`config.mk`:
```
export PLATFORM = sky130hd
export DESIGN_NAME = clock_select_and_prescaler_regs
export DESIGN_NICKNAME = d
export VERILOG_FILES = /design/src/cspr_pkg.sv /design/src/clock_select_and_prescaler_regs.sv /design/src/cspr_div.sv
export SDC_FILE = /design/constraint.sdc
export NUM_CORES = 1
export LEC_CHECK = 0
export BUFFER_PORTS_ARGS = -buffer_cell sky130_fd_sc_hd__buf_2
export CORE_MARGIN = 1
export CORE_UTILIZATION = 50
export DETAILED_ROUTE_END_ITERATION = 16
export PLACE_DENSITY = 0.75
export SYNTH_ARGS = -nofsm -noshare
export SYNTH_HDL_FRONTEND = slang
export SYNTH_SLANG_ARGS = --single-unit
```
`constraint.sdc`:
```
create_clock -name clk -period 6.4 [get_ports clk]
set_input_delay 0.96 -clock clk [delete_from_list [all_inputs] [get_ports clk]]
set_output_delay 0.96 -clock clk [all_outputs]
set_load 0.01 [all_outputs]
```
`src/cspr_pkg.sv`:
```
package cspr_pkg;

	// Widths of the datapath.
	localparam int FREQ_W    = 32;
	localparam int MAIN_W    = 27;
	localparam int DIVISOR_W = 5;

	// The shared divider retires this many quotient bits per cycle.
	localparam int DIV_STEPS  = 4;
	localparam int DIV_CYCLES = FREQ_W / DIV_STEPS;
	localparam int DIV_CNT_W  = $clog2(DIV_CYCLES);

	// Fixed oscillator frequencies.
	localparam logic [FREQ_W-1:0] OSC_HIGH_HZ = 32'd4000000;
	localparam logic [FREQ_W-1:0] OSC_LOW_HZ  = 32'd100000;
	localparam logic [MAIN_W-1:0] MAIN_RESET  = 27'd4000000;

	// Highest PLL feedback code that is accepted for a recompute.
	localparam logic [5:0] PLLN_LIMIT = 6'd49;

	// Register offsets.
	localparam logic [11:0] OFS_MODE     = 12'h000;
	localparam logic [11:0] OFS_STATUS   = 12'h004;
	localparam logic [11:0] OFS_PRESCALE = 12'h010;
	localparam logic [11:0] OFS_PLL_ONE  = 12'h038;
	localparam logic [11:0] OFS_PLL_TWO  = 12'h03c;

	// Bus command codes.
	localparam logic CMD_READ  = 1'b0;
	localparam logic CMD_WRITE = 1'b1;

	// Master clock select codes (mode bits 7:5).
	localparam logic [2:0] SEL_OSC_HIGH = 3'd0;
	localparam logic [2:0] SEL_MAIN     = 3'd1;
	localparam logic [2:0] SEL_PLL      = 3'd2;
	localparam logic [2:0] SEL_OSC_LOW  = 3'd4;
	localparam logic [2:0] SEL_MAIN_ALT = 3'd5;

	// Prescaler codes.
	localparam logic [2:0] PRE_DIV1  = 3'd0;
	localparam logic [2:0] PRE_DIV2  = 3'd1;
	localparam logic [2:0] PRE_DIV3  = 3'd2;
	localparam logic [2:0] PRE_DIV4  = 3'd3;
	localparam logic [2:0] PRE_DIV6  = 3'd4;
	localparam logic [2:0] PRE_DIV8  = 3'd5;
	localparam logic [2:0] PRE_DIV16 = 3'd6;

	typedef struct packed {
		logic                  go;
		logic [FREQ_W-1:0]     dividend;
		logic [DIVISOR_W-1:0]  divisor;
	} div_req_t;

	typedef struct packed {
		logic              done;
		logic [FREQ_W-1:0] quotient;
	} div_rsp_t;

endpackage

```
`src/clock_select_and_prescaler_regs.sv`:
```
// Clock select and prescaler register block.
//
// A bus request is presented on command, address and write_data and is taken
// at a rising edge where start is high and busy is low. Each request produces
// exactly one result: read_data together with the master and base clock
// frequencies as they stand after the access, shown for one cycle while done
// is high. The receiver cannot hold the result off, so it must take it then.
//
// A read, or a write that does not recompute the clocks, shows its result in
// the cycle straight after the request is taken; busy stays high until the
// result has been shown. A recompute with no division passes through the
// select and prescaler steps before done rises. Otherwise a small sequencer
// runs one shared divider, which retires four quotient bits a cycle, and
// waits in a divide step until the quotient is handed back. The PLL source,
// when enabled, costs one divide by K, and the divide-by-three and divide-by-six
// prescaler settings one more, so the longest write runs both divides. Busy
// stays high throughout, and the next request is taken once busy has fallen.
//
// The user must write the main clock frequency through main_clock_hz_wr only
// while idle; the block does not enforce this. Reset clears the mode, prescaler
// and PLL registers and sets the main clock register and both reported clocks to 4 MHz.
module clock_select_and_prescaler_regs
	import cspr_pkg::*;
(
	input  logic              clk,
	input  logic              arst_n,
	input  logic              start,
	output logic              busy,
	input  logic              command,
	input  logic [11:0]       address,
	input  logic [31:0]       write_data,
	input  logic              main_clock_hz_wr,
	input  logic [MAIN_W-1:0] main_clock_hz,
	output logic              done,
	output logic [31:0]       read_data,
	output logic [31:0]       master_clock_hz,
	output logic [31:0]       base_clock_hz
);

	localparam logic [2:0] ST_IDLE = 3'd0;
	localparam logic [2:0] ST_SEL  = 3'd1;
	localparam logic [2:0] ST_DIVK = 3'd2;
	localparam logic [2:0] ST_PRE  = 3'd3;
	localparam logic [2:0] ST_DIVP = 3'd4;
	localparam logic [2:0] ST_RESP = 3'd5;

	logic [2:0]        state_q;
	logic [MAIN_W-1:0] main_q;
	logic [7:0]        mode_q;
	logic [2:0]        prescale_q;
	logic [31:0]       pll_one_q;
	logic [5:0]        pll_two_q;
	logic [31:0]       master_q;
	logic [31:0]       base_q;
	logic [31:0]       rd_q;
	logic [31:0]       m_q;

	div_req_t    div_req;
	div_rsp_t    div_rsp;
	logic [38:0] pll_prod;
	logic [6:0]  pll_n;
	logic        wr_recompute;

	cspr_div u_div (
		.clk    (clk),
		.arst_n (arst_n),
		.req    (div_req),
		.rsp    (div_rsp)
	);

	// The PLL multiplier takes N = code + 1 and wraps the product to 32 bits.
	assign pll_n    = {1'b0, pll_two_q} + 7'd1;
	assign pll_prod = {7'd0, div_rsp.quotient} * {32'd0, pll_n};

	// A write to the mode, prescaler or PLL registers recomputes the clocks, except a
	// feedback code above the limit, which is kept but leaves the clocks as they are.
	always_comb begin
		wr_recompute = 1'b0;
		if (command == CMD_WRITE) begin
			case (address) inside
				OFS_MODE, OFS_PRESCALE, OFS_PLL_ONE: wr_recompute = 1'b1;
				OFS_PLL_TWO: wr_recompute = (write_data[5:0] <= PLLN_LIMIT);
				default:     wr_recompute = 1'b0;
			endcase
		end
	end

	// The divider is started for main/K in the select step when the PLL source is enabled, or for the
	// divide-by-three and divide-by-six prescaler codes in the prescaler step.
	always_comb begin
		div_req.go       = 1'b0;
		div_req.dividend = m_q;
		div_req.divisor  = 5'd3;
		if (state_q == ST_SEL) begin
			div_req.go       = (mode_q[7:5] == SEL_PLL) && mode_q[4];
			div_req.dividend = {{(32 - MAIN_W){1'b0}}, main_q};
			div_req.divisor  = {1'b0, pll_one_q[7:4]} + 5'd1;
		end else if (state_q == ST_PRE) begin
			div_req.go       = (prescale_q == PRE_DIV3) || (prescale_q == PRE_DIV6);
			div_req.dividend = m_q;
			div_req.divisor  = (prescale_q == PRE_DIV6) ? 5'd6 : 5'd3;
		end
	end

	always_ff @(posedge clk or negedge arst_n) begin
		if (!arst_n) begin
			state_q    <= ST_IDLE;
			main_q     <= MAIN_RESET;
			mode_q     <= '0;
			prescale_q <= '0;
			pll_one_q  <= '0;
			pll_two_q  <= '0;
			master_q   <= OSC_HIGH_HZ;
			base_q     <= {{(32 - MAIN_W){1'b0}}, MAIN_RESET};
			m_q        <= '0;
		end else begin
			if (main_clock_hz_wr) begin
				main_q <= main_clock_hz;
			end
			unique case (state_q)
				ST_IDLE: begin
					if (start) begin
						state_q <= wr_recompute ? ST_SEL : ST_RESP;
						if (command == CMD_WRITE) begin
							// The register write lands first; the recompute then
							// works from the updated values.
							case (address)
								OFS_MODE:     mode_q     <= write_data[7:0];
								OFS_PRESCALE: prescale_q <= write_data[2:0];
								OFS_PLL_ONE:  pll_one_q  <= write_data;
								OFS_PLL_TWO:  pll_two_q  <= write_data[5:0];
								default: begin
								end
							endcase
						end
					end
				end
				ST_SEL: begin
					case (mode_q[7:5]) inside
						SEL_OSC_HIGH: begin
							m_q     <= OSC_HIGH_HZ;
							state_q <= ST_PRE;
						end
						SEL_MAIN, SEL_MAIN_ALT: begin
							m_q <= mode_q[3] ? {{(32 - MAIN_W){1'b0}}, main_q} : 32'd0;
							state_q <= ST_PRE;
						end
						SEL_PLL: begin
							if (mode_q[4]) begin
								state_q <= ST_DIVK;
							end else begin
								m_q     <= 32'd0;
								state_q <= ST_PRE;
							end
						end
						SEL_OSC_LOW: begin
							m_q     <= OSC_LOW_HZ;
							state_q <= ST_PRE;
						end
						// Reserved select codes leave both clocks untouched.
						default: state_q <= ST_RESP;
					endcase
				end
				ST_DIVK: begin
					if (div_rsp.done) begin
						m_q     <= pll_prod[31:0];
						state_q <= ST_PRE;
					end
				end
				ST_PRE: begin
					master_q <= m_q;
					state_q  <= ((prescale_q == PRE_DIV3) || (prescale_q == PRE_DIV6)) ?
						ST_DIVP : ST_RESP;
					case (prescale_q) inside
						PRE_DIV1:  base_q <= m_q;
						PRE_DIV2:  base_q <= {1'b0, m_q[31:1]};
						PRE_DIV4:  base_q <= {2'b0, m_q[31:2]};
						PRE_DIV8:  base_q <= {3'b0, m_q[31:3]};
						PRE_DIV16: base_q <= {4'b0, m_q[31:4]};
						// The divider delivers these two; the reserved code keeps
						// the old base clock.
						default: begin
						end
					endcase
				end
				ST_DIVP: begin
					if (div_rsp.done) begin
						base_q  <= div_rsp.quotient;
						state_q <= ST_RESP;
					end
				end
				ST_RESP: state_q <= ST_IDLE;
				default: state_q <= ST_IDLE;
			endcase
		end
	end

	// Read data is captured when the request is taken; writes return zero.
	always_ff @(posedge clk) begin
		if (state_q == ST_IDLE && start) begin
			if (command == CMD_READ) begin
				case (address) inside
					OFS_MODE, OFS_STATUS: rd_q <= {24'd0, mode_q};
					OFS_PRESCALE:         rd_q <= {29'd0, prescale_q};
					OFS_PLL_ONE:          rd_q <= pll_one_q;
					OFS_PLL_TWO:          rd_q <= {26'd0, pll_two_q};
					default:              rd_q <= 32'd0;
				endcase
			end else begin
				rd_q <= 32'd0;
			end
		end
	end

	assign busy            = (state_q != ST_IDLE);
	assign done            = (state_q == ST_RESP);
	assign read_data       = rd_q;
	assign master_clock_hz = master_q;
	assign base_clock_hz   = base_q;

endmodule

```
`src/cspr_div.sv`:
```
// Restoring divider by a small divisor; DIV_STEPS quotient bits are retired per cycle.
module cspr_div
	import cspr_pkg::*;
(
	input  logic     clk,
	input  logic     arst_n,
	input  div_req_t req,
	output div_rsp_t rsp
);

	logic                 running_q;
	logic                 done_q;
	logic [DIV_CNT_W-1:0] cnt_q;
	logic [DIVISOR_W-1:0] divisor_q;
	logic [DIVISOR_W-1:0] rem_q;
	logic [FREQ_W-1:0]    work_q;

	logic [DIVISOR_W-1:0] rem_n;
	logic [FREQ_W-1:0]    work_n;
	logic [DIVISOR_W:0]   trial;

	// The dividend shifts out at the top while quotient bits shift in at the bottom.
	always_comb begin
		rem_n  = rem_q;
		work_n = work_q;
		trial  = '0;
		for (int i = 0; i < DIV_STEPS; i++) begin
			trial  = {rem_n, work_n[FREQ_W-1]};
			work_n = {work_n[FREQ_W-2:0], 1'b0};
			if (trial >= {1'b0, divisor_q}) begin
				trial     = trial - {1'b0, divisor_q};
				work_n[0] = 1'b1;
			end
			rem_n = trial[DIVISOR_W-1:0];
		end
	end

	always_ff @(posedge clk or negedge arst_n) begin
		if (!arst_n) begin
			running_q <= 1'b0;
			done_q    <= 1'b0;
			cnt_q     <= '0;
		end else begin
			done_q <= !req.go && running_q && (cnt_q == DIV_CNT_W'(DIV_CYCLES - 1));
			if (req.go) begin
				running_q <= 1'b1;
				cnt_q     <= '0;
			end else if (running_q) begin
				cnt_q <= cnt_q + 1'b1;
				if (cnt_q == DIV_CNT_W'(DIV_CYCLES - 1)) begin
					running_q <= 1'b0;
				end
			end
		end
	end

	always_ff @(posedge clk) begin
		if (req.go) begin
			work_q    <= req.dividend;
			divisor_q <= req.divisor;
			rem_q     <= '0;
		end else if (running_q) begin
			work_q <= work_n;
			rem_q  <= rem_n;
		end
	end

	assign rsp.done     = done_q;
	assign rsp.quotient = work_q;

endmodule
```
==> metrics.cfg <==
[run_status]
status=finished, final reports clean

[job]
drv_cap=0

[grt]
grt_max_degree=121
gr-usage-all-layers_pct=28.5
grt_remaining_overflow=0
use_met2_pct=44.7
use_met3_pct=6.77
busiest_layer=met2
antenna_found_initial=3
use_met1_pct=38.6
grt_pass1_vias=15500
grt_pass1_wl_um=85600

[final_layout]
drive_above_1_share_pct=21.2
fin_nets=2345
diodes=0
area_growth_syn_to_layout_pct=13.2
num-fill-cells=3095

[logic_synthesis]
synth_mux_area_share_pct=9.06
synth_area_leaders=dfrtp_1 (21%), fa_1 (15%), edfxtp_1 (11%)
synth_flop_cell=dfrtp_1
yosys.area_share.simple_pct=14.9
yosysWarnings=0
yosysMostFrequentCell=nand2_1
avgSynthCellArea_sq_um=9.48
ys_ff_latch=254
synth.top_cells.by_count=nand2_1 (272), inv_1 (167), nor2_1 (167)
async_flop_share_pct=70.9
synth_edf_count=69
synth_top_cell_area_share_pct=21.3
netlist_area_sq_um=18700
synth_top_area_cell=dfrtp_1
ys_types=66
synthAdderAreaFrac_pct=18.7
syn-num-nets=2247
netlist_instances=1973
synthXorXnorAreaFrac_pct=2.53
yosysSeqAreaShare_pct=35.8
synth_compound_area_share_pct=12.5
synth_top_family_by_area=adder cells

[placement]
gp_congestion=0.931
io_buffers=173
pre_cts_slack_ns=0.00991
dp_hpwl_um=38000

[clock_network]
clk_latency_ns=0.58
cts-root-buf=clkbuf_16
tritoncts=done
path_clk_slew_ns=0.06
clockBufferDepth=3
clock_sinks=254
postCtsHoldBufs=0
numCtsBuffers=30
cts_max_level=1

[timing]
period_share_pct=96.3
drv_slew=0
layout_setup_ws_ns=0.235
skew_ns=0.0232
fin_hold_ws_ns=0.475
worstMarginPinSlew_ns=1.14
hold_violations=0
setup_viol=0
period_needed_ns=6.17
max_slew_margin_pct=23.4
timing.fmax_ghz=0.162

[route]
firstDrtPassIters=6
antenna_left=0
drc=0
wire_per_inst_um=20.8
viasPerCell=5.92
vias=15200
routed_wl_um=53200
drt_iter0_markers=1318

[pwr]
combPwrFrac_pct=38.8
p_leak_nw=9.69
p_sw_mw=2.73
power.density_nw_per_um2=333
p_int_mw=4.33
sw_frac_of_total_pct=38.7
peakVddDrop_uv=263
clockPowerShare_pct=25.9
pwr-share-seq_pct=35.3

[floorplan]
design.core.area_sq_um=36700
dieWidth_um=195
die_h_um=195
io_pins=174
num_rows=70
initial_core_util_pct=51.0
die_area_sq_um=38200

[critical_path]
cp_max_fo=5
crit_path_frequent_cell=ha_1
max_stage_delay_ns=0.39
critPathSlowestCell=fa_1
cp.required_ns=6.89
crit_type=flop to flop
end_kind=flop
arrival_ns=6.66
critPathLaunchType=flop

[worst_hold_path]
min_path_type=flop to flop

## routing by layer
metal | vias up | share of wire, %
li1 | 6820 | -
met1 | 7481 | 41
met2 | 734 | 46
met3 | 132 | 9.6
met4 | 2 | 3.5
met5 | - | 0.023
## repair_timing
| action | 4_1_cts | 5_1_grt |
|---|---|---|
| resized for setup | 1 | 15 |
| setup endpoints to repair | 1 | 8 |
| buffers inserted | 0 | 1 |
| pin swaps | 0 | 3 |
## power by group through the flow
stage	Clock (mW)	Sequential [mW]	Combinational, mW
after floorplan	0	2.32	1.85
after global placement	0	2.48	2.56
after detailed placement	0	2.50	2.60
after CTS	1.84	2.47	2.64
after global routing	1.91	2.53	3.00
final	1.83	2.49	2.74
## through the flow
stage                     total power, mW  util [%]  TNS [ns]  instances  area [sq um]
after floorplan                      4.17         -         0       1973         18700
after global placement               5.04      54.6         0       2506         20000
after detailed placement             5.10      54.6         0       2506         20000
after CTS                            6.95      57.5         0       2562         21100
after global routing                 7.45      57.7   -0.0916       2563         21200
final                                7.05      57.7         0       2563         21200
## worst paths after layout
path                                  start                to  slack (ns)  depth (start not counted)
max in group asynchronous            arst_n            m_q[5]        4.40                          2
setup reg to reg           u_div.work_q[31]    u_div.rem_q[0]        0.23                         30
setup / recovery           u_div.work_q[31]    u_div.rem_q[0]        0.23                         30
hold / removal             base_clock_hz[4]  base_clock_hz[4]        0.47                          2
hold reg to reg            base_clock_hz[4]  base_clock_hz[4]        0.47                          2
min in group asynchronous            arst_n        main_q[14]        0.53                          1
## cells by family (layout without fill, tap and decap cells)
family	after synthesis	after routing
flops	254	254
mux	155	155
xor+xnor	54	54
fa+ha+maj	198	198
compound gates	361	361
buf+inv	322	444
simple gates	629	629
## cell usage in the layout (no fill, tap or decap), types with 21 or more instances in the layout
| cell | instances |
|---|---|
| nand2_1 | 271 |
| buf_2 | 172 |
| inv_1 | 166 |
| nor2_1 | 164 |
| dfrtp_1 | 159 |
| fa_1 | 134 |
| mux2_2 | 112 |
| a21oi_1 | 91 |
| edfxtp_1 | 69 |
| o21ai_0 | 67 |
| and2_1 | 66 |
| a211oi_1 | 64 |
| ha_1 | 62 |
| buf_4 | 45 |
| nor3_1 | 42 |
| mux2i_1 | 40 |
| a31oi_1 | 35 |
| clkbuf_16 | 32 |
| xnor2_1 | 30 |
| nor2b_1 | 22 |
| dfstp_2 | 21 |
## sequential cells by signal, summed over array words and instances (netlist names), 8 cells and up
register         flops
base_clock_hz       32
m_q                 32
master_clock_hz     32
pll_one_q           32
read_data           32
u_div.work_q        32
main_q              27
mode_q               8
## critical path, delay by kind of cell (launching register included)
family                     cells  cell delay [ns]
DFF                            1             0.38
buffers and inverters          3             0.31
muxes                          3             0.81
adders and majority gates      5             1.43
and+or+nand+nor                6             0.82
AOI/OAI and AO/OA             13             2.33
## cell type report
type / instances / area [sq um] / area share [%]
Tap cell: 468 / 586 / 2.77
Multi-Input combinational cell: 1397 / 10900 / 51.6
Clock inverter: 14 / 161 / 0.763
Clock buffer: 42 / 898 / 4.24
Timing Repair Buffer: 221 / 1270 / 6.01
Inverter: 167 / 627 / 2.96
Sequential cell: 254 / 6700 / 31.7
(Power assumes the default switching activity.)
